## config.mk

```make
export PLATFORM = sky130hd
export DESIGN_NAME = indent_outline_tree_builder
export DESIGN_NICKNAME = d
export VERILOG_FILES = /design/src/rtl/iotb_pkg.sv /design/src/rtl/indent_outline_tree_builder.sv /design/src/rtl/iotb_line.sv /design/src/rtl/iotb_stack.sv /design/src/rtl/iotb_mul.sv
export SDC_FILE = /design/constraint.sdc
export NUM_CORES = 1
export LEC_CHECK = 0
export BUFFER_PORTS_ARGS = -buffer_cell sky130_fd_sc_hd__clkbuf_2
export CELL_PAD_IN_SITES_DETAIL_PLACEMENT = 1
export CELL_PAD_IN_SITES_GLOBAL_PLACEMENT = 2
export CORE_UTILIZATION = 43
export CTS_BUF_LIST = sky130_fd_sc_hd__clkbuf_8
export CTS_CLUSTER_DIAMETER = 50
export CTS_CLUSTER_SIZE = 10
export DETAILED_ROUTE_END_ITERATION = 10
export PLACE_DENSITY = 0.83
export SLEW_MARGIN = 30
export SYNTH_ARGS = -nofsm -noshare
export SYNTH_HDL_FRONTEND = slang
export SYNTH_HIERARCHICAL = 1
export SYNTH_SLANG_ARGS = --single-unit
```

## constraint.sdc

```tcl
create_clock -name clk -period 7.45 [get_ports clk]
set_input_delay 1.49 -clock clk [delete_from_list [all_inputs] [get_ports clk]]
set_output_delay 1.49 -clock clk [all_outputs]
set_load 0.02 [all_outputs]
```

## src/rtl/iotb_pkg.sv

```systemverilog
// Shared types, constants and helpers for the indent outline tree builder.
`timescale 1ns / 1ps

package iotb_pkg;

  // Table and field sizes
  localparam int MAX_NODES  = 1024;
  localparam int MAX_DEPTH  = 31;
  localparam int LABEL_MAX  = 4095;
  localparam int STACK_SIZE = MAX_DEPTH + 1;

  localparam int IDX_W   = 10;
  localparam int CNT_W   = 11;
  localparam int DEPTH_W = 5;
  localparam int LABEL_W = 12;
  localparam int FILL_W  = 6;
  localparam int SADDR_W = 5;
  localparam int BW_W    = 17;
  localparam int PX_W    = 15;
  localparam int PY_W    = 18;
  localparam int MUL_A_W = 12;
  localparam int MUL_B_W = 10;
  localparam int PROD_W  = MUL_A_W + MUL_B_W;

  // Special bytes
  localparam logic [7:0] CH_NL    = 8'h0A;
  localparam logic [7:0] CH_TAB   = 8'h09;
  localparam logic [7:0] CH_SPACE = 8'h20;

  // Register indexes on the configuration port
  localparam logic [2:0] REG_HSPACE = 3'd0;
  localparam logic [2:0] REG_VSPACE = 3'd1;
  localparam logic [2:0] REG_MARGIN = 3'd2;
  localparam logic [2:0] REG_MINBW  = 3'd3;
  localparam logic [2:0] REG_CHARW  = 3'd4;

  // Sequencer states
  typedef enum logic [2:0] {
    ST_IDLE,
    ST_POP_RD,
    ST_POP_CMP,
    ST_MUL_BW,
    ST_MUL_PX,
    ST_MUL_PY,
    ST_DONE
  } iotb_state_t;

  // What the line decoder reports for the byte on the input
  typedef struct packed {
    logic                 line_end;
    logic                 node_found;
    logic [LABEL_W-1:0]   label;
    logic [DEPTH_W-1:0]   depth;
  } line_evt_t;

  // One stack entry: depth of a node and its index
  typedef struct packed {
    logic [DEPTH_W-1:0] level;
    logic [IDX_W-1:0]   node;
  } stk_entry_t;

  // Stack memory control from the sequencer
  typedef struct packed {
    logic               rd_en;
    logic [SADDR_W-1:0] rd_addr;
    logic               wr_en;
    logic [SADDR_W-1:0] wr_addr;
    stk_entry_t         wr_entry;
  } stk_ctrl_t;

endpackage

```

## src/rtl/indent_outline_tree_builder.sv

```systemverilog
// Top level: outline tree builder sequencer, configuration and output register.
//
// Input channel in_*: one source byte per word (in_ch, in_last_byte) under
// in_valid/in_ready. Output channel out_*: at most one result word per input
// word, under out_valid/out_ready. Configuration is an APB-style port
// (psel, penable, pwrite, paddr, pwdata, prdata, pready), registers at 4*i.
// A byte that does not end a node line, and is not the final byte, is taken
// while the sequencer stays idle. A byte that ends a line with a node runs
// the stack read loop, popping entries that are not shallower, and then
// three passes through the single shared multiplier (box width, x, y).
// A final byte with no node, or a dropped node, goes straight to the result
// load step. The result sits in an output
// register; in_ready stays low until a finished result has been loaded
// there, so a stalled receiver holds the block once a second result is
// ready. Reset clears the line state, node count and stack fill and loads
// the register defaults; the final byte returns the source state to reset.
`timescale 1ns / 1ps

module indent_outline_tree_builder (
  input  logic                              clk,
  input  logic                              rst_n,
  // Input channel
  input  logic                              in_valid,
  output logic                              in_ready,
  input  logic [7:0]                        in_ch,
  input  logic                              in_last_byte,
  // Result channel
  output logic                              out_valid,
  input  logic                              out_ready,
  output logic                              out_node_valid,
  output logic [iotb_pkg::IDX_W-1:0]        out_node_index,
  output logic [iotb_pkg::DEPTH_W-1:0]      out_depth,
  output logic                              out_has_parent,
  output logic [iotb_pkg::IDX_W-1:0]        out_parent_index,
  output logic [iotb_pkg::LABEL_W-1:0]      out_label_length,
  output logic [iotb_pkg::BW_W-1:0]         out_box_width,
  output logic [iotb_pkg::PX_W-1:0]         out_pos_x,
  output logic [iotb_pkg::PY_W-1:0]         out_pos_y,
  output logic                              out_end_of_source,
  output logic                              out_empty_source,
  output logic                              out_dropped,
  // Configuration port
  input  logic                              psel,
  input  logic                              penable,
  input  logic                              pwrite,
  input  logic [4:0]                        paddr,
  input  logic [31:0]                       pwdata,
  output logic [31:0]                       prdata,
  output logic                              pready
);
  import iotb_pkg::*;

  // Configuration registers
  logic [9:0] hspace_r;
  logic [7:0] vspace_r;
  logic [7:0] margin_r;
  logic [9:0] minbw_r;
  logic [4:0] charw_r;
  logic [2:0] reg_idx;

  // Sequencer state
  iotb_state_t        state_r, state_nxt;
  logic [CNT_W-1:0]   ncount_r, ncount_nxt;
  logic [FILL_W-1:0]  fill_r, fill_nxt;
  logic [IDX_W-1:0]   job_idx_r, job_idx_nxt;
  logic [DEPTH_W-1:0] job_depth_r, job_depth_nxt;
  logic [LABEL_W-1:0] job_label_r, job_label_nxt;
  logic               job_node_r, job_node_nxt;
  logic               job_drop_r, job_drop_nxt;
  logic               job_last_r, job_last_nxt;
  logic               par_r, par_nxt;
  logic [IDX_W-1:0]   par_idx_r, par_idx_nxt;
  logic [BW_W-1:0]    bw_r, bw_nxt;
  logic [PX_W-1:0]    px_r, px_nxt;

  // Output register
  logic               out_valid_r, out_valid_nxt;
  logic               o_node_r;
  logic [IDX_W-1:0]   o_idx_r;
  logic [DEPTH_W-1:0] o_depth_r;
  logic               o_par_r;
  logic [IDX_W-1:0]   o_par_idx_r;
  logic [LABEL_W-1:0] o_label_r;
  logic [BW_W-1:0]    o_bw_r;
  logic [PX_W-1:0]    o_px_r;
  logic [PY_W-1:0]    o_py_r;
  logic               o_eos_r;
  logic               o_empty_r;
  logic               o_drop_r;

  // Datapath links
  line_evt_t              evt;
  stk_ctrl_t              sctrl;
  stk_entry_t             rd_entry;
  logic                   take;
  logic                   mul_en;
  logic [MUL_A_W-1:0]     mul_a;
  logic [MUL_B_W-1:0]     mul_b;
  logic [PROD_W-1:0]      prod;
  logic [PROD_W:0]        sum_xy;
  logic [PY_W-1:0]        py_val;
  logic                   out_load;
  logic                   out_free;

  assign take     = in_valid && in_ready;
  assign in_ready = (state_r == ST_IDLE);
  assign out_free = !out_valid_r || out_ready;
  assign reg_idx  = paddr[4:2];
  assign pready   = 1'b1;

  iotb_line u_line (
    .clk       (clk),
    .rst_n     (rst_n),
    .take      (take),
    .ch        (in_ch),
    .last_byte (in_last_byte),
    .evt       (evt)
  );

  iotb_stack u_stack (
    .clk       (clk),
    .ctrl      (sctrl),
    .rd_data_r (rd_entry)
  );

  iotb_mul u_mul (
    .clk    (clk),
    .en     (mul_en),
    .op_a   (mul_a),
    .op_b   (mul_b),
    .prod_r (prod)
  );

  // Write configuration registers
  always_ff @(posedge clk) begin
    if (!rst_n) begin
      hspace_r <= 10'd180;
      vspace_r <= 8'd50;
      margin_r <= 8'd20;
      minbw_r  <= 10'd80;
      charw_r  <= 5'd8;
    end else if (psel && penable && pwrite && pready) begin
      case (reg_idx)
        REG_HSPACE: hspace_r <= pwdata[9:0];
        REG_VSPACE: vspace_r <= pwdata[7:0];
        REG_MARGIN: margin_r <= pwdata[7:0];
        REG_MINBW:  minbw_r  <= pwdata[9:0];
        REG_CHARW:  charw_r  <= pwdata[4:0];
        default: ;
      endcase
    end
  end

  // Read back configuration registers
  always_comb begin
    case (reg_idx)
      REG_HSPACE: prdata = {22'd0, hspace_r};
      REG_VSPACE: prdata = {24'd0, vspace_r};
      REG_MARGIN: prdata = {24'd0, margin_r};
      REG_MINBW:  prdata = {22'd0, minbw_r};
      REG_CHARW:  prdata = {27'd0, charw_r};
      default:    prdata = 32'd0;
    endcase
  end

  // Next state
  always_comb begin
    state_nxt = state_r;
    case (state_r)
      ST_IDLE: begin
        if (take) begin
          if (evt.line_end && evt.node_found && ncount_r < CNT_W'(MAX_NODES)) begin
            state_nxt = ST_POP_RD;
          end else if ((evt.line_end && evt.node_found) || in_last_byte) begin
            state_nxt = ST_DONE;
          end
        end
      end
      ST_POP_RD: begin
        state_nxt = (fill_r == '0) ? ST_MUL_BW : ST_POP_CMP;
      end
      ST_POP_CMP: begin
        state_nxt = (rd_entry.level >= job_depth_r) ? ST_POP_RD : ST_MUL_BW;
      end
      ST_MUL_BW: state_nxt = ST_MUL_PX;
      ST_MUL_PX: state_nxt = ST_MUL_PY;
      ST_MUL_PY: state_nxt = ST_DONE;
      ST_DONE: begin
        if (out_free) begin
          state_nxt = ST_IDLE;
        end
      end
      default: state_nxt = ST_IDLE;
    endcase
  end

  // Sequencer outputs and datapath updates
  always_comb begin
    ncount_nxt    = ncount_r;
    fill_nxt      = fill_r;
    job_idx_nxt   = job_idx_r;
    job_depth_nxt = job_depth_r;
    job_label_nxt = job_label_r;
    job_node_nxt  = job_node_r;
    job_drop_nxt  = job_drop_r;
    job_last_nxt  = job_last_r;
    par_nxt       = par_r;
    par_idx_nxt   = par_idx_r;
    bw_nxt        = bw_r;
    px_nxt        = px_r;
    out_valid_nxt = out_valid_r && !out_ready;
    out_load      = 1'b0;
    sctrl         = '0;
    mul_en        = 1'b0;
    mul_a         = '0;
    mul_b         = '0;
    sum_xy        = {{(PROD_W-7){1'b0}}, margin_r} + {1'b0, prod};
    py_val        = (sum_xy > (PROD_W+1)'(2**PY_W - 1)) ? PY_W'(2**PY_W - 1)
                                                         : sum_xy[PY_W-1:0];
    sctrl.wr_entry = '{level: job_depth_r, node: job_idx_r};
    sctrl.wr_addr  = fill_r[SADDR_W-1:0];
    sctrl.rd_addr  = SADDR_W'(fill_r - 1'b1);
    case (state_r)
      ST_IDLE: begin
        if (take) begin
          // Capture the finished line
          job_idx_nxt   = ncount_r[IDX_W-1:0];
          job_depth_nxt = evt.depth;
          job_label_nxt = evt.label;
          job_last_nxt  = in_last_byte;
          job_node_nxt  = 1'b0;
          job_drop_nxt  = 1'b0;
          par_nxt       = 1'b0;
          par_idx_nxt   = '0;
          if (evt.line_end && evt.node_found) begin
            if (ncount_r < CNT_W'(MAX_NODES)) begin
              job_node_nxt = 1'b1;
              ncount_nxt   = ncount_r + 1'b1;
            end else begin
              job_drop_nxt = 1'b1;
            end
          end
        end
      end
      ST_POP_RD: begin
        if (fill_r == '0) begin
          // Empty stack: push as a root
          sctrl.wr_en = 1'b1;
          fill_nxt    = fill_r + 1'b1;
        end else begin
          sctrl.rd_en = 1'b1;
        end
      end
      ST_POP_CMP: begin
        if (rd_entry.level >= job_depth_r) begin
          // Drop entries that are not shallower
          fill_nxt = fill_r - 1'b1;
        end else begin
          par_nxt     = 1'b1;
          par_idx_nxt = rd_entry.node;
          if (fill_r < FILL_W'(STACK_SIZE)) begin
            sctrl.wr_en = 1'b1;
            fill_nxt    = fill_r + 1'b1;
          end
        end
      end
      ST_MUL_BW: begin
        mul_en = 1'b1;
        mul_a  = job_label_r;
        mul_b  = MUL_B_W'(charw_r);
      end
      ST_MUL_PX: begin
        // Box width from the product, then start the x product
        if (prod > PROD_W'(2**BW_W - 1)) begin
          bw_nxt = BW_W'(2**BW_W - 1);
        end else begin
          bw_nxt = prod[BW_W-1:0];
        end
        if (bw_nxt < BW_W'(minbw_r)) begin
          bw_nxt = BW_W'(minbw_r);
        end
        mul_en = 1'b1;
        mul_a  = MUL_A_W'(job_depth_r);
        mul_b  = hspace_r;
      end
      ST_MUL_PY: begin
        if (sum_xy > (PROD_W+1)'(2**PX_W - 1)) begin
          px_nxt = PX_W'(2**PX_W - 1);
        end else begin
          px_nxt = sum_xy[PX_W-1:0];
        end
        mul_en = 1'b1;
        mul_a  = MUL_A_W'(job_idx_r);
        mul_b  = MUL_B_W'(vspace_r);
      end
      ST_DONE: begin
        if (out_free) begin
          out_load      = 1'b1;
          out_valid_nxt = 1'b1;
          // Final byte: return the source state to reset
          if (job_last_r) begin
            ncount_nxt = '0;
            fill_nxt   = '0;
          end
        end
      end
      default: ;
    endcase
  end

  // Control registers
  always_ff @(posedge clk) begin
    if (!rst_n) begin
      state_r     <= ST_IDLE;
      ncount_r    <= '0;
      fill_r      <= '0;
      out_valid_r <= 1'b0;
    end else begin
      state_r     <= state_nxt;
      ncount_r    <= ncount_nxt;
      fill_r      <= fill_nxt;
      out_valid_r <= out_valid_nxt;
    end
  end

  // Job payload registers
  always_ff @(posedge clk) begin
    job_idx_r   <= job_idx_nxt;
    job_depth_r <= job_depth_nxt;
    job_label_r <= job_label_nxt;
    job_node_r  <= job_node_nxt;
    job_drop_r  <= job_drop_nxt;
    job_last_r  <= job_last_nxt;
    par_r       <= par_nxt;
    par_idx_r   <= par_idx_nxt;
    bw_r        <= bw_nxt;
    px_r        <= px_nxt;
  end

  // Load the result word; node fields stay zero without a stored node
  always_ff @(posedge clk) begin
    if (out_load) begin
      o_node_r    <= job_node_r;
      o_idx_r     <= job_node_r ? job_idx_r : '0;
      o_depth_r   <= job_node_r ? job_depth_r : '0;
      o_par_r     <= job_node_r && par_r;
      o_par_idx_r <= (job_node_r && par_r) ? par_idx_r : '0;
      o_label_r   <= job_node_r ? job_label_r : '0;
      o_bw_r      <= job_node_r ? bw_r : '0;
      o_px_r      <= job_node_r ? px_r : '0;
      o_py_r      <= job_node_r ? py_val : '0;
      o_eos_r     <= job_last_r;
      o_empty_r   <= job_last_r && (ncount_r == '0);
      o_drop_r    <= job_drop_r;
    end
  end

  assign out_valid         = out_valid_r;
  assign out_node_valid    = o_node_r;
  assign out_node_index    = o_idx_r;
  assign out_depth         = o_depth_r;
  assign out_has_parent    = o_par_r;
  assign out_parent_index  = o_par_idx_r;
  assign out_label_length  = o_label_r;
  assign out_box_width     = o_bw_r;
  assign out_pos_x         = o_px_r;
  assign out_pos_y         = o_py_r;
  assign out_end_of_source = o_eos_r;
  assign out_empty_source  = o_empty_r;
  assign out_dropped       = o_drop_r;

endmodule

```

## src/rtl/iotb_line.sv

```systemverilog
// Line decoder: indentation counting and label length for the current line.
`timescale 1ns / 1ps

module iotb_line (
  input  logic              clk,
  input  logic              rst_n,
  input  logic              take,
  input  logic [7:0]        ch,
  input  logic              last_byte,
  output iotb_pkg::line_evt_t evt
);
  import iotb_pkg::*;

  logic               in_indent_r, in_indent_nxt;
  logic               pend_r, pend_nxt;
  logic [DEPTH_W-1:0] depth_r, depth_nxt;
  logic [LABEL_W-1:0] label_r, label_nxt;
  logic [1:0]         inc;
  logic [LABEL_W:0]   lab_sum;
  logic [LABEL_W-1:0] lab_sat;
  logic [DEPTH_W-1:0] depth_up;
  logic               line_end;

  // Decode the byte against the line state
  always_comb begin
    depth_up      = (depth_r < DEPTH_W'(MAX_DEPTH)) ? depth_r + 1'b1 : depth_r;
    in_indent_nxt = in_indent_r;
    pend_nxt      = pend_r;
    depth_nxt     = depth_r;
    inc           = 2'd0;
    line_end      = (ch == CH_NL) || last_byte;
    if (ch != CH_NL) begin
      if (in_indent_r) begin
        if (ch == CH_TAB && !pend_r) begin
          depth_nxt = depth_up;
        end else if (ch == CH_SPACE) begin
          if (pend_r) begin
            depth_nxt = depth_up;
            pend_nxt  = 1'b0;
          end else begin
            pend_nxt = 1'b1;
          end
        end else begin
          in_indent_nxt = 1'b0;
          pend_nxt      = 1'b0;
          inc           = pend_r ? 2'd2 : 2'd1;
        end
      end else begin
        inc = 2'd1;
      end
    end
    // A lone space left at line end counts as a label byte
    if (line_end && in_indent_nxt && pend_nxt) begin
      inc = 2'd1;
    end
    lab_sum = {1'b0, label_r} + {{(LABEL_W-1){1'b0}}, inc};
    lab_sat = (lab_sum > (LABEL_W+1)'(LABEL_MAX)) ? LABEL_W'(LABEL_MAX)
                                                   : lab_sum[LABEL_W-1:0];
    label_nxt = lab_sat;

    evt.line_end   = line_end;
    evt.node_found = (lab_sat != '0);
    evt.label      = lab_sat;
    evt.depth      = depth_nxt;
  end

  // Advance the line state, restart it at line end
  always_ff @(posedge clk) begin
    if (!rst_n) begin
      in_indent_r <= 1'b1;
      pend_r      <= 1'b0;
      depth_r     <= '0;
      label_r     <= '0;
    end else if (take) begin
      if (line_end) begin
        in_indent_r <= 1'b1;
        pend_r      <= 1'b0;
        depth_r     <= '0;
        label_r     <= '0;
      end else begin
        in_indent_r <= in_indent_nxt;
        pend_r      <= pend_nxt;
        depth_r     <= depth_nxt;
        label_r     <= label_nxt;
      end
    end
  end

endmodule

```

## src/rtl/iotb_stack.sv

```systemverilog
// Ancestor stack memory: one write port, one registered read port.
`timescale 1ns / 1ps

module iotb_stack (
  input  logic                  clk,
  input  iotb_pkg::stk_ctrl_t   ctrl,
  output iotb_pkg::stk_entry_t  rd_data_r
);
  import iotb_pkg::*;

  stk_entry_t mem [STACK_SIZE];

  // Write the pushed entry
  always_ff @(posedge clk) begin
    if (ctrl.wr_en) begin
      mem[ctrl.wr_addr] <= ctrl.wr_entry;
    end
  end

  // Read the top of the stack
  always_ff @(posedge clk) begin
    if (ctrl.rd_en) begin
      rd_data_r <= mem[ctrl.rd_addr];
    end
  end

endmodule

```

## src/rtl/iotb_mul.sv

```systemverilog
// Shared multiplier with registered product, used for width and both positions.
`timescale 1ns / 1ps

module iotb_mul (
  input  logic                          clk,
  input  logic                          en,
  input  logic [iotb_pkg::MUL_A_W-1:0]  op_a,
  input  logic [iotb_pkg::MUL_B_W-1:0]  op_b,
  output logic [iotb_pkg::PROD_W-1:0]   prod_r
);
  import iotb_pkg::*;

  // Hold the product while the sequencer is not multiplying
  always_ff @(posedge clk) begin
    if (en) begin
      prod_r <= PROD_W'(op_a) * PROD_W'(op_b);
    end
  end

endmodule
```

* After elaboration in Yosys (flattened, before gate mapping)
Memories as Yosys holds them, arrays and structs flattened. A register that Yosys moved wholly into a read port is not among the register bits.
Index checks and enable logic that the tools add are counted.
Widths: inputs -> output; s select.
** Cells by class
- $add $sub $neg :: 6
- Multiply operators :: 1
- Magnitude comparators :: 9
- Equal/unequal tests :: 23
- Mux-type cells :: 73
- Reductions and logical operators :: 36
** Operators with widths (number)
- $mux 11 :: 5
- $pmux 10 s5 :: 1
- $pmux 12 s3 :: 1
- $mux 5 :: 7
- $mux 17 :: 2
- $mux 10 :: 3
- $mux 6 :: 5
- $pmux 10 s3 :: 1
- $mux 1 :: 28
- $mux 12 :: 2
- $add 8x22->23 :: 1
- $gt 23x15->1 const B :: 1
- $gt 23x18->1 const B :: 1
- $gt 22x17->1 const B :: 1
- $mul 12x10->22 :: 1
- $pmux 11 s2 :: 1
- $pmux 3 s7 :: 1
- $pmux 10 s2 :: 1
- $mux 18 :: 1
- $pmux 6 s3 :: 1
- $lt 17x10->1 :: 1
- $eq 8x4->1 const B :: 2
- $mux 2 :: 7
- $add 12x2->13 :: 1
- 34 further kinds :: 72
** Storage, ports and cells
- Register bits after elaboration :: 268
- RAM bits :: 480
- Input bits :: 53
- Output and inout bits :: 127
- Logic and storage cells :: 186
- Memories :: 1
** Memories
- u_stack.mem :: depth 32, bits a word 15, rd ports 1, clocked after memory_dff 1, wr ports 1, RTL line iotb_stack.sv:11 : stk_entry_t mem [STACK_SIZE];

* Depth between registers and ports, before layout
Gate-level depths: netlist (run 1).
- Depth after elaboration :: 18
- Mapped depth :: 25
- Depth with buffers taken out :: 21

* By module
The synthesis (run 1) kept the hierarchy.
** By module, submodules not included
- iotb_stack :: instances 1, cells an instance 1075, area each 19358.6 um2, seq. area each 14864.3 um2
- indent_outline_tree_builder :: instances 1, cells an instance 930, area each 10821.6 um2, seq. area each 6195.9 um2
- iotb_mul :: instances 1, cells an instance 484, area each 4648.2 um2, seq. area each 660.6 um2
- iotb_line :: instances 1, cells an instance 202, area each 1614.0 um2, seq. area each 380.4 um2

* Worst setup path before layout (run 1)
OpenSTA, ideal clock, no wires.
- Path type :: register -> register
- Start point :: register state_r[2]
- End point :: register u_mul/prod_r[19] in the netlist's numbering, data pin
- Library setup time :: 0.284 ns
- Arrival :: 6.556 ns
- Slack :: 0.609 ns
- Stages on the path, launching flop included :: 24
- Path buffers :: 4
- Clock period less this slack :: 6.841 ns
- Cells stage by stage :: dfxtp_1 -> nor2b_1 -> clkbuf_1 -> nor2b_1 -> clkbuf_1 -> clkbuf_1 -> and2_1 -> clkbuf_1 -> nand2_1 -> fa_1 -> fa_1 -> inv_1 -> fa_1 -> fa_1 -> inv_1 -> fa_1 -> inv_1 -> ha_1 -> o21ai_0 -> o21bai_1 -> or3_4 -> a211oi_4 -> or3_2 -> o311ai_2
** On the way
- Longest elaborated chain between the ends :: 3
- Elaborated cells between the ends (all ways) :: 6
** Ends and longest elaborated chain
- start, declared :: RTL line indent_outline_tree_builder.sv:62 : iotb_state_t state_r, state_nxt;
- start signal, assigned :: RTL line indent_outline_tree_builder.sv:319 : state_r <= state_nxt;
- $eq 3x3->1 or $eq 3x2->1 (tied branches) :: RTL line indent_outline_tree_builder.sv:223 : case (state_r)
- $pmux 10 s3 * :: RTL line indent_outline_tree_builder.sv:223
- via mul_b[9] :: RTL line indent_outline_tree_builder.sv:98 : logic [MUL_B_W-1:0] mul_b;
- $mul 12x10->22 * :: RTL line iotb_mul.sv:16 : prod_r <= PROD_W'(op_a) * PROD_W'(op_b);
- end signal, assigned :: RTL line iotb_mul.sv:16
- end, declared :: RTL line iotb_mul.sv:9 : output logic [iotb_pkg::PROD_W-1:0] prod_r
The timed path passes the listed nets; every way through them passes the cells marked *.
A chain may end at the register's enable or synchronous reset.

* Worst setup path after layout (run 1)
- Start point :: register state_r[2]
- End point :: register u_mul/prod_r[21] in the netlist's numbering, data pin
Same word-level chain as after synthesis.

==> insert_results.sql, run 1 <==
INSERT INTO impl_metrics (metric_group, metric, value, unit) VALUES
('outcome', 'run_status', 'complete, no violations', ''),
('floorplanning', 'core', '0.0838', 'mm2'),
('finish', 'final.fill_count', '8552', ''),
('synth', 'synth_cells', '2691', ''),
('routing', 'drt_pass1_iterations', '7', ''),
('clocking', 'clock-root-buffer', 'clkbuf_8', ''),
('synth', 'synth.area.top_cells', 'edfxtp_1, mux2i_1, dfxtp_1', ''),
('global_routing', 'grt_pass1_vias', '24100', ''),
('finish', 'flow.area_growth_from_synthesis', '9.77', '%'),
('synth', 'synth_top_cell_by_area', 'edfxtp_1', ''),
('finish', 'drive_above_1_share', '0.139', ''),
('finish', 'multiInputGateArea', '0.0132', 'mm2'),
('placed_design', 'place_congestion', '0.857', ''),
('sta', 'final-hold-violation-count', '0', ''),
('sta', 'timing.max_slew.rel_slack', '0.320', ''),
('pwr', 'power_per_cell_area', '303', 'mW/mm2'),
('placed_design', 'io_buffer_count', '132', ''),
('pwr', 'largest_voltage_drop_on_the_vdd_net', '0.207', 'mV'),
('routing', 'detail_route.wirelength', '97100', 'um'),
('setup_path', 'worst-r2r-cell-count', '20', ''),
('clocking', 'clock_buffer_count_from_cts', '95', ''),
('finish', 'fin_nets', '3047', ''),
('sta', 'finalMaxSlewViolations', '0', ''),
('clocking', 'cts.hold.buffers_added', '0', ''),
('clocking', 'tritoncts_clock_tree', 'yes', ''),
('floorplanning', 'die-area', '0.0859', 'mm2'),
('placed_design', 'pre_cts_slack', '0.511', 'ns'),
('clocking', 'cts.sinks', '763', ''),
('setup_path', 'arrival', '7.50', 'ns'),
('global_routing', 'antenna_found_initial', '5', ''),
('synth', 'sequential_area_share_after_synthesis', '0.606', ''),
('synth', 'postSynth.asyncResetShare', '0', ''),
('routing', 'route.detailed.wl_per_inst', '24.2', 'um'),
('routing', 'drcViolationCount', '0', ''),
('worst_hold_path', 'hold_class', 'reg -> reg', ''),
('setup_path', 'worst_setup_path_start_kind', 'register', ''),
('clocking', 'clk-insertion-delay-late', '0.73', 'ns'),
('global_routing', 'grt_start_max_net_pins', '137', ''),
('routing', 'detailroute.via_count', '22800', ''),
('sta', 'setup-tns-final', '0', 'ns'),
('setup_path', 'required_arrival_time_at_the_worst_endpoint', '7.95', 'ns'),
('clocking', 'htreeDepth', '3', ''),
('pwr', 'leakagePower', '0.0157', 'uW'),
('sta', 'finalClockSkew', '0.0528', 'ns'),
('global_routing', 'grt_pass1_wl', '146000', 'um'),
('pwr', 'power', '12100', 'uW'),
('worst_hold_path', 'min_delay_path_depth', '0', ''),
('synth', 'register_bit_count_reported_by_yosys', '763', ''),
('sta', 'finalSetupViolCount', '0', ''),
('synth', 'synth_enable_flop_cells', '682', ''),
('routing', 'routed_via_density', '5.68', ''),
('run', 'maxCapViolations', '0', ''),
('finish', 'final_common_cell', 'edfxtp_1', ''),
('global_routing', 'global_route.usage.total', '0.225', ''),
('synth', 'synth_warn', '6', ''),
('routing', 'final_antenna_net_count', '0', ''),
('synth', 'netlist.area_leader.share', '0.562', ''),
('clocking', 'cts.repair_timing.setup_buffer_count', '0', ''),
('finish', 'layout_common_cells', 'edfxtp_1, mux2i_1, nand2_1', ''),
('clocking', 'post_cts_resize_count', '0', ''),
('floorplanning', 'effective_utilization_at_floorplan', '0.435', ''),
('synth', 'syn-cell-area', '0.0364', 'mm2'),
('sta', 'fmaxAchievable', '143', 'MHz'),
('clocking', 'cts_buffer_depth', '3', ''),
('floorplanning', 'die_height', '293', 'um'),
('finish', 'regArea', '0.0221', 'mm2'),
('floorplanning', 'die-width', '293', 'um'),
('synth', 'synth.distinct_cells', '102', ''),
('setup_path', 'type_of_the_worst_setup_path', 'reg -> reg', ''),
('setup_path', 'critical_path_peak_fanout', '24', ''),
('floorplanning', 'io-pin-count', '180', ''),
('clocking', 'clkTransAtPathRegs', '0.07', 'ns'),
('sta', 'final_critical_path_setup_slack', '0.448', 'ns'),
('sta', 'finalCritPeriodShare', '0.940', ''),
('synth', 'post_synth.cell_area_avg', '13.5', 'um2'),
('setup_path', 'cp_capture_type', 'register', ''),
('routing', 'detail_route.iter0.violations', '1921', ''),
('sta', 'timing_worst_slew_pin_value', '1.02', 'ns'),
('global_routing', 'grt_overflow', '0', ''),
('sta', 'period_minus_slack', '7.00', 'ns'),
('synth', 'dominantRegCellSynth', 'edfxtp_1', ''),
('sta', 'worst_hold_slack', '0.428', 'ns'),
('floorplanning', 'number_of_core_rows', '106', ''),
('sta', 'grt_setup_unrepaired', 'false', ''),
('placed_design', 'place.detailed.hpwl', '63900', 'um');
[per-stage QoR]
| step | util | cells | instance area [um2] |
|---|---|---|---|
| 3_3_place_gp | 0.455 | 3863 | 38200 |
| 3_5_place_dp | 0.456 | 3863 | 38200 |
| 4_1_cts | 0.476 | 4009 | 39900 |
| 2_1_floorplan | - | 2712 | 36500 |
| 5_1_grt | 0.477 | 4011 | 40000 |
| 6_report | 0.477 | 4013 | 40000 |
[kinds of logic (layout without fill, tap and decap cells)]
logic type / after synthesis / count (layout) / share of synthesized area
other: 2 / 26 / 0.000206
buffers and inverters: 294 / 458 / 0.0397
and+or+nand+nor: 720 / 720 / 0.104
DFF: 763 / 763 / 0.606
AOI/OAI and AO/OA: 408 / 408 / 0.0821
xor gates and xnor gates: 52 / 52 / 0.0125
adders and majority gates: 167 / 167 / 0.0738
muxes: 285 / 285 / 0.0809
[critical path: stages (launching register included)]
cell	delay, ns
dfxtp_1	0.34
nor2b_1	0.16
nor2b_2	0.55
buf_4	0.42
a22o_1	0.62
nand2_1	0.18
fa_1	0.52
fa_1	0.49
inv_1	0.05
fa_1	0.50
fa_1	0.55
inv_1	0.05
fa_1	0.53
inv_1	0.04
ha_1	0.35
o21ai_0	0.17
o21bai_1	0.12
or3_4	0.42
a211oi_4	0.34
nor2_2	0.12
o311ai_2	0.26
[path summary, 6_finish.rpt]
check | start | to | slack (ns)
setup / recovery | state_r[2] | u_mul/prod_r[21] | 0.45
hold / removal | job_drop_r | out_dropped | 0.43
setup reg to reg | state_r[2] | u_mul/prod_r[21] | 0.45
hold reg to reg | job_drop_r | out_dropped | 0.43
[routing by layer]
metal  wire (um)  vias to the layer above  part of all wire  track usage
met1       42100                    11700              0.43        0.302
li1            -                    10200                 -            -
met3        5980                      157             0.062       0.0430
met4        2620                        4             0.027       0.0704
met2       46400                      701              0.48        0.368
met5          23                        -           0.00024            0
[area by class of cell]
| type | instances | share of cell area |
|---|---|---|
| sequential | 763 | 0.552 |
| clock inverter | 51 | 0.00970 |
| antenna | 3 | 0.000188 |
| tap | 1134 | 0.0355 |
| inverter | 119 | 0.0115 |
| multi-input combinational | 1655 | 0.329 |
| clock buffer | 95 | 0.0327 |
| timing repair buffer | 193 | 0.0289 |
[power by group]
part | internal, uW | switching [uW]
Clock | 1330 | 1560
Sequential | 5290 | 208
Combinational | 1070 | 2650
[flip-flops by register name, indices dropped and copies added (netlist names), 11 cells and up]
signal             count
out_box_width         17
px_r                  15
u_line/label_r        12
out_label_length      12
job_label_r           12
out_pos_x             15
u_stack/mem          480
u_mul/prod_r          22
ncount_r              11
out_pos_y             18
u_stack/rd_data_r     15
bw_r                  17
[synthesized netlist by cell type, types with 13 or more instances]
cell,n
a31oi_1,35
mux2i_1,265
inv_1,117
and3_1,24
buf_6,17
xor2_1,27
and2_1,147
xnor2_1,25
nand4_1,27
nor2b_1,37
nand2_1,192
a21o_1,19
clkbuf_1,83
edfxtp_1,682
nand2b_1,15
buf_2,31
a22o_1,53
a21boi_0,17
fa_1,80
nor3_1,32
buf_4,33
o21ai_0,24
nor2_1,86
dfxtp_1,81
ha_1,87
nand3_1,81
a22oi_1,77
o211ai_1,13
or3_1,20
a21oi_1,79
Power figures use the tool's default switching activity.
==> run 2: changes to the inputs <==
BUFFER_PORTS_ARGS = unset   (was -buffer_cell sky130_fd_sc_hd__clkbuf_2)
DONT_BUFFER_PORTS = 1   (was unset)
PLACE_DENSITY = 0.81   (was 0.83)
==> insert_results.sql, run 2 (synthesis gave the netlist of run 1 again) <==
INSERT INTO impl_metrics (metric_group, metric, value, unit) VALUES
('outcome', 'run_status', 'complete, no violations', ''),
('sta', 'setup-tns-final', '0', 'ns'),
('worst_hold_path', 'start_point_of_the_worst_min_delay_path', 'job_drop_r', ''),
('sta', 'finalMaxSlewViolations', '0', ''),
('floorplanning', 'io-pin-count', '180', ''),
('sta', 'timing.max_slew.rel_slack', '0.334', ''),
('clocking', 'cts_buffer_depth', '3', ''),
('placed_design', 'pre_cts_slack', '0.447', 'ns'),
('sta', 'finalSetupViolCount', '0', ''),
('clocking', 'htreeDepth', '3', ''),
('setup_path', 'type_of_the_worst_setup_path', 'reg -> reg', ''),
('pwr', 'leakagePower', '0.0152', 'uW'),
('floorplanning', 'core', '0.0838', 'mm2'),
('finish', 'regArea', '0.0221', 'mm2'),
('routing', 'detailroute.via_count', '22200', ''),
('finish', 'fin_nets', '2918', ''),
('floorplanning', 'die_height', '293', 'um'),
('placed_design', 'place.detailed.hpwl', '63900', 'um'),
('floorplanning', 'number_of_core_rows', '106', ''),
('finish', 'drive_above_1_share', '0.0965', ''),
('routing', 'route.detailed.wl_per_inst', '24.9', 'um'),
('floorplanning', 'die-area', '0.0859', 'mm2'),
('floorplanning', 'die-width', '293', 'um'),
('setup_path', 'launching_point_of_the_worst_reg2reg_path', 'state_r[2]', ''),
('placed_design', 'io_buffer_count', '0', ''),
('routing', 'routed_via_density', '5.69', ''),
('run', 'maxCapViolations', '0', ''),
('clocking', 'clock_buffer_count_from_cts', '93', ''),
('finish', 'utilization', '0.470', ''),
('clocking', 'clock-root-buffer', 'clkbuf_8', ''),
('global_routing', 'grt_overflow', '0', ''),
('sta', 'final-hold-violation-count', '0', ''),
('routing', 'detail_route.wirelength', '96900', 'um'),
('clocking', 'tritoncts_clock_tree', 'yes', ''),
('finish', 'multiInputGateArea', '0.0131', 'mm2'),
('clocking', 'clk-insertion-delay-late', '0.74', 'ns'),
('finish', 'final_common_cell', 'edfxtp_1', ''),
('sta', 'finalCritPeriodShare', '0.937', ''),
('placed_design', 'place_congestion', '0.853', ''),
('floorplanning', 'effective_utilization_at_floorplan', '0.435', ''),
('sta', 'fmaxAchievable', '143', 'MHz'),
('finish', 'flow.area_growth_from_synthesis', '8.10', '%'),
('sta', 'final_critical_path_setup_slack', '0.471', 'ns'),
('global_routing', 'grt_start_max_net_pins', '75', ''),
('setup_path', 'worst_setup_path_start_kind', 'register', ''),
('finish', 'final.fill_count', '8557', ''),
('routing', 'final_antenna_net_count', '0', ''),
('routing', 'drcViolationCount', '0', ''),
('clocking', 'clkTransAtPathRegs', '0.07', 'ns'),
('clocking', 'cts.sinks', '763', ''),
('setup_path', 'worstSetupStartpoint', 'state_r[2]', ''),
('setup_path', 'arrival', '7.53', 'ns'),
('clocking', 'post_cts_resize_count', '0', ''),
('sta', 'finalClockSkew', '0.0484', 'ns'),
('clocking', 'cts.repair_timing.setup_buffer_count', '0', ''),
('clocking', 'cts.hold.buffers_added', '0', ''),
('global_routing', 'grt_pass1_vias', '23400', ''),
('setup_path', 'cp_capture_type', 'register', ''),
('sta', 'period_minus_slack', '6.98', 'ns'),
('sta', 'grt_setup_unrepaired', 'false', ''),
('worst_hold_path', 'hold_class', 'reg -> reg', ''),
('pwr', 'power', '12000', 'uW'),
('pwr', 'power_per_cell_area', '306', 'mW/mm2'),
('global_routing', 'antenna_found_initial', '2', ''),
('finish', 'largest_register', 'u_stack/mem', ''),
('routing', 'drt_pass1_iterations', '7', ''),
('finish', 'layout_common_cells', 'edfxtp_1, mux2i_1, nand2_1', ''),
('setup_path', 'required_arrival_time_at_the_worst_endpoint', '8.00', 'ns'),
('pwr', 'largest_voltage_drop_on_the_vdd_net', '0.276', 'mV'),
('sta', 'timing_worst_slew_pin_value', '0.998', 'ns'),
('global_routing', 'global_route.usage.total', '0.225', ''),
('setup_path', 'critical_path_peak_fanout', '21', ''),
('routing', 'detail_route.iter0.violations', '1746', ''),
('global_routing', 'grt_pass1_wl', '145000', 'um'),
('finish', 'largest_reg_flops', '480', ''),
('sta', 'worst_hold_slack', '0.441', 'ns');
-- run 2: per-layer routing --
metal | track usage | wire length (um)
met2 | 0.370 | 46300
met4 | 0.0628 | 2220
met5 | 0 | 0
met3 | 0.0287 | 4680
met1 | 0.313 | 43700
-- run 2: final cells by class --
| class | count | area share |
|---|---|---|
| Multi-Input combinational cell | 1655 | 0.333 |
| Timing Repair Buffer | 66 | 0.0145 |
| Clock buffer | 94 | 0.0328 |
| Clock inverter | 60 | 0.0105 |
| Inverter | 119 | 0.0115 |
| Antenna cell | 5 | 0.000318 |
| Sequential cell | 763 | 0.561 |
| Tap cell | 1134 | 0.0360 |
-- run 2: power by group --
| part | switching [uW] | internal, uW | total [uW] |
|---|---|---|---|
| clock | 1550 | 1330 | 2880 |
| sequential | 267 | 5290 | 5560 |
| combinational | 2520 | 1080 | 3610 |
-- run 2: worst paths after layout --
| path | slack (ns) | depth (start not counted) | endpoint |
|---|---|---|---|
| worst max-delay path | 0.47 | 20 | u_mul/prod_r[19] |
| worst min-delay path | 0.44 | 0 | out_dropped |
| worst max register to register | 0.47 | 20 | u_mul/prod_r[19] |
| worst min register to register | 0.44 | 0 | out_dropped |
-- run 2: through the flow --
stage               std cells  instance area (um2)
global placement         3734                37500
floorplan                2712                36500
detailed placement       3736                37600
finish                   3896                39400
global route             3893                39400
CTS                      3890                39300
-- run 2: critical path, stage by stage (launching register included) --
cell and delay [ns]:
dfxtp_1 0.33, nor2b_1 0.16, nor2b_2 0.59, buf_4 0.42, a22o_1 0.59, nand2_1 0.16
fa_1 0.52, fa_1 0.50, inv_1 0.06, fa_1 0.50, fa_1 0.55, inv_1 0.05
fa_1 0.53, inv_1 0.04, ha_1 0.36, o21ai_0 0.19, o21bai_1 0.13, or3_4 0.42
a211oi_4 0.30, nor2_2 0.11, o311ai_2 0.28
==> run 3: changes to the inputs <==
clock period = 7.3 ns   (was 7.45 ns; I/O delays follow)
==> insert_results.sql, run 3 (synthesis gave the netlist of run 1 again) <==
INSERT INTO impl_metrics (metric_group, metric, value, unit) VALUES
('outcome', 'run_status', 'complete, no violations', ''),
('clocking', 'clock_buffer_count_from_cts', '96', ''),
('sta', 'timing_worst_slew_pin_value', '1.01', 'ns'),
('sta', 'fmaxAchievable', '149', 'MHz'),
('pwr', 'largest_voltage_drop_on_the_vdd_net', '0.315', 'mV'),
('routing', 'detailroute.via_count', '22200', ''),
('routing', 'route.detailed.wl_per_inst', '24.9', 'um'),
('floorplanning', 'io-pin-count', '180', ''),
('sta', 'setup-tns-final', '0', 'ns'),
('placed_design', 'place.detailed.hpwl', '63700', 'um'),
('setup_path', 'critical-path-max-stage-delay', '0.55', 'ns'),
('setup_path', 'type_of_the_worst_setup_path', 'reg -> reg', ''),
('floorplanning', 'effective_utilization_at_floorplan', '0.435', ''),
('sta', 'period_minus_slack', '6.72', 'ns'),
('routing', 'routed_via_density', '5.70', ''),
('clocking', 'htreeDepth', '3', ''),
('finish', 'largest_reg_flops', '480', ''),
('pwr', 'power', '12300', 'uW'),
('finish', 'layout_common_cells', 'edfxtp_1, mux2i_1, nand2_1', ''),
('worst_hold_path', 'hold_class', 'reg -> reg', ''),
('routing', 'detail_route.wirelength', '97000', 'um'),
('clocking', 'clock-root-buffer', 'clkbuf_8', ''),
('placed_design', 'io_buffer_count', '0', ''),
('sta', 'timing.max_slew.rel_slack', '0.336', ''),
('floorplanning', 'core', '0.0838', 'mm2'),
('sta', 'finalClockSkew', '0.0492', 'ns'),
('clocking', 'clkTransAtPathRegs', '0.07', 'ns'),
('pwr', 'internal-power', '7810', 'uW'),
('finish', 'regArea', '0.0221', 'mm2'),
('routing', 'detail_route.iter0.violations', '1884', ''),
('setup_path', 'crit_chain', 'nor2b_1, nor2b_2, buf_4, a22o_1, nand2_1, fa_1, fa_1, inv_1, fa_1, fa_1, inv_1, fa_1, inv_1, ha_1, o21ai_0, o21bai_1, or3_4, a211oi_4, or3_2, o311ai_2', ''),
('setup_path', 'required_arrival_time_at_the_worst_endpoint', '7.73', 'ns'),
('finish', 'multiInputGateArea', '0.0131', 'mm2'),
('setup_path', 'critical_path_peak_fanout', '12', ''),
('routing', 'drcViolationCount', '0', ''),
('pwr', 'netSwitchingFraction', '0.363', ''),
('pwr', 'leakagePower', '0.0152', 'uW'),
('clocking', 'cts.sinks', '763', ''),
('pwr', 'power.sequential.fraction', '0.460', ''),
('setup_path', 'cp_capture_type', 'register', ''),
('pwr', 'netSwitchingPower', '4450', 'uW'),
('sta', 'finalSetupViolCount', '0', ''),
('finish', 'drive_above_1_share', '0.0994', ''),
('routing', 'drt_pass1_iterations', '5', ''),
('finish', 'flow.area_growth_from_synthesis', '8.06', '%'),
('run', 'maxCapViolations', '0', ''),
('pwr', 'pwr-share-clk', '0.238', ''),
('finish', 'final_common_cell', 'edfxtp_1', ''),
('routing', 'final_antenna_net_count', '0', ''),
('clocking', 'post_cts_resize_count', '0', ''),
('floorplanning', 'die-area', '0.0859', 'mm2'),
('floorplanning', 'number_of_core_rows', '106', ''),
('global_routing', 'grt_overflow', '0', ''),
('floorplanning', 'die-width', '293', 'um'),
('placed_design', 'place_congestion', '0.880', ''),
('clocking', 'cts.hold.buffers_added', '0', ''),
('floorplanning', 'die_height', '293', 'um'),
('pwr', 'power_per_cell_area', '311', 'mW/mm2'),
('finish', 'final.fill_count', '8523', ''),
('sta', 'finalCritPeriodShare', '0.920', ''),
('sta', 'final-hold-violation-count', '0', ''),
('finish', 'fin_nets', '2919', ''),
('global_routing', 'global_route.usage.total', '0.226', ''),
('pwr', 'combPwrFrac', '0.302', ''),
('sta', 'grt_setup_unrepaired', 'false', ''),
('clocking', 'tritoncts_clock_tree', 'yes', ''),
('global_routing', 'grt_pass1_wl', '146000', 'um'),
('finish', 'largest_register', 'u_stack/mem', ''),
('global_routing', 'grt_pass1_vias', '23900', ''),
('setup_path', 'critPathMostFrequentCell', 'fa_1', ''),
('setup_path', 'cp_slowest_cell', 'nor2b_2', ''),
('setup_path', 'worst_setup_path_start_kind', 'register', ''),
('setup_path', 'arrival', '7.15', 'ns'),
('clocking', 'cts.repair_timing.setup_buffer_count', '0', ''),
('sta', 'finalMaxSlewViolations', '0', ''),
('clocking', 'clk-insertion-delay-late', '0.73', 'ns'),
('clocking', 'cts_buffer_depth', '3', ''),
('global_routing', 'antenna_found_initial', '6', ''),
('global_routing', 'grt_start_max_net_pins', '75', '');
run 3: worst max-delay path, delay by kind of cell (launching register included):
kind	cells	cell delay, ns
AO/OA/AOI/OAI	5	1.24
adder cells (fa/ha/maj)	6	3.00
buffers and inverters	4	0.40
flip-flops	1	0.32
AND/OR/NAND/NOR	5	1.47
run 3: per-stage QoR:
step | hold slack [ns] | area [um2] | std cells | setup WS [ns] | utilization
4_1_cts | 0.447 | 39300 | 3890 | 0.472 | 0.469
3_3_place_gp | 0.431 | 37500 | 3733 | 0.699 | 0.447
5_1_grt | 0.467 | 39400 | 3893 | 0.249 | 0.470
6_report | 0.444 | 39400 | 3896 | 0.583 | 0.470
3_5_place_dp | 0.427 | 37600 | 3735 | 0.455 | 0.449
2_1_floorplan | 0.400 | 36500 | 2712 | 0.459 | -
run 3: path summary, 6_finish.rpt:
| check | startpoint | end | slack (ns) | depth (start not counted) |
|---|---|---|---|---|
| max | state_r[2] | u_mul/prod_r[19] | 0.58 | 20 |
| min | job_drop_r | out_dropped | 0.44 | 0 |
| max reg2reg | state_r[2] | u_mul/prod_r[19] | 0.58 | 20 |
| min reg2reg | job_drop_r | out_dropped | 0.44 | 0 |
run 3: layout make-up:
class	instances	area share
repair buffers	64	0.0136
multi-input cells	1655	0.334
inverters	119	0.0115
clock inverters	54	0.00813
clock buffers	101	0.0353
well taps	1134	0.0360
diodes	6	0.000381
flip-flops and latches	763	0.561
run 3: power groups by stage:
stage	Combinational, uW	Clock [uW]	Sequential [uW]
finish	3700	2920	5640
global placement	3500	0	5720
floorplan	2210	0	5730
detailed placement	3660	0	5730
CTS	3670	3010	5640
global route	3940	3150	5660
run 3: routing by layer:
layer / track usage / routed length, um / part of all wire / vias to the layer above
met2: 0.368 / 45700 / 0.47 / 696
met5: 0 / 0 / 0 / -
met4: 0.0692 / 2640 / 0.027 / 0
met1: 0.304 / 42200 / 0.43 / 11400
li1: - / - / - / 9944
met3: 0.0467 / 6440 / 0.066 / 145
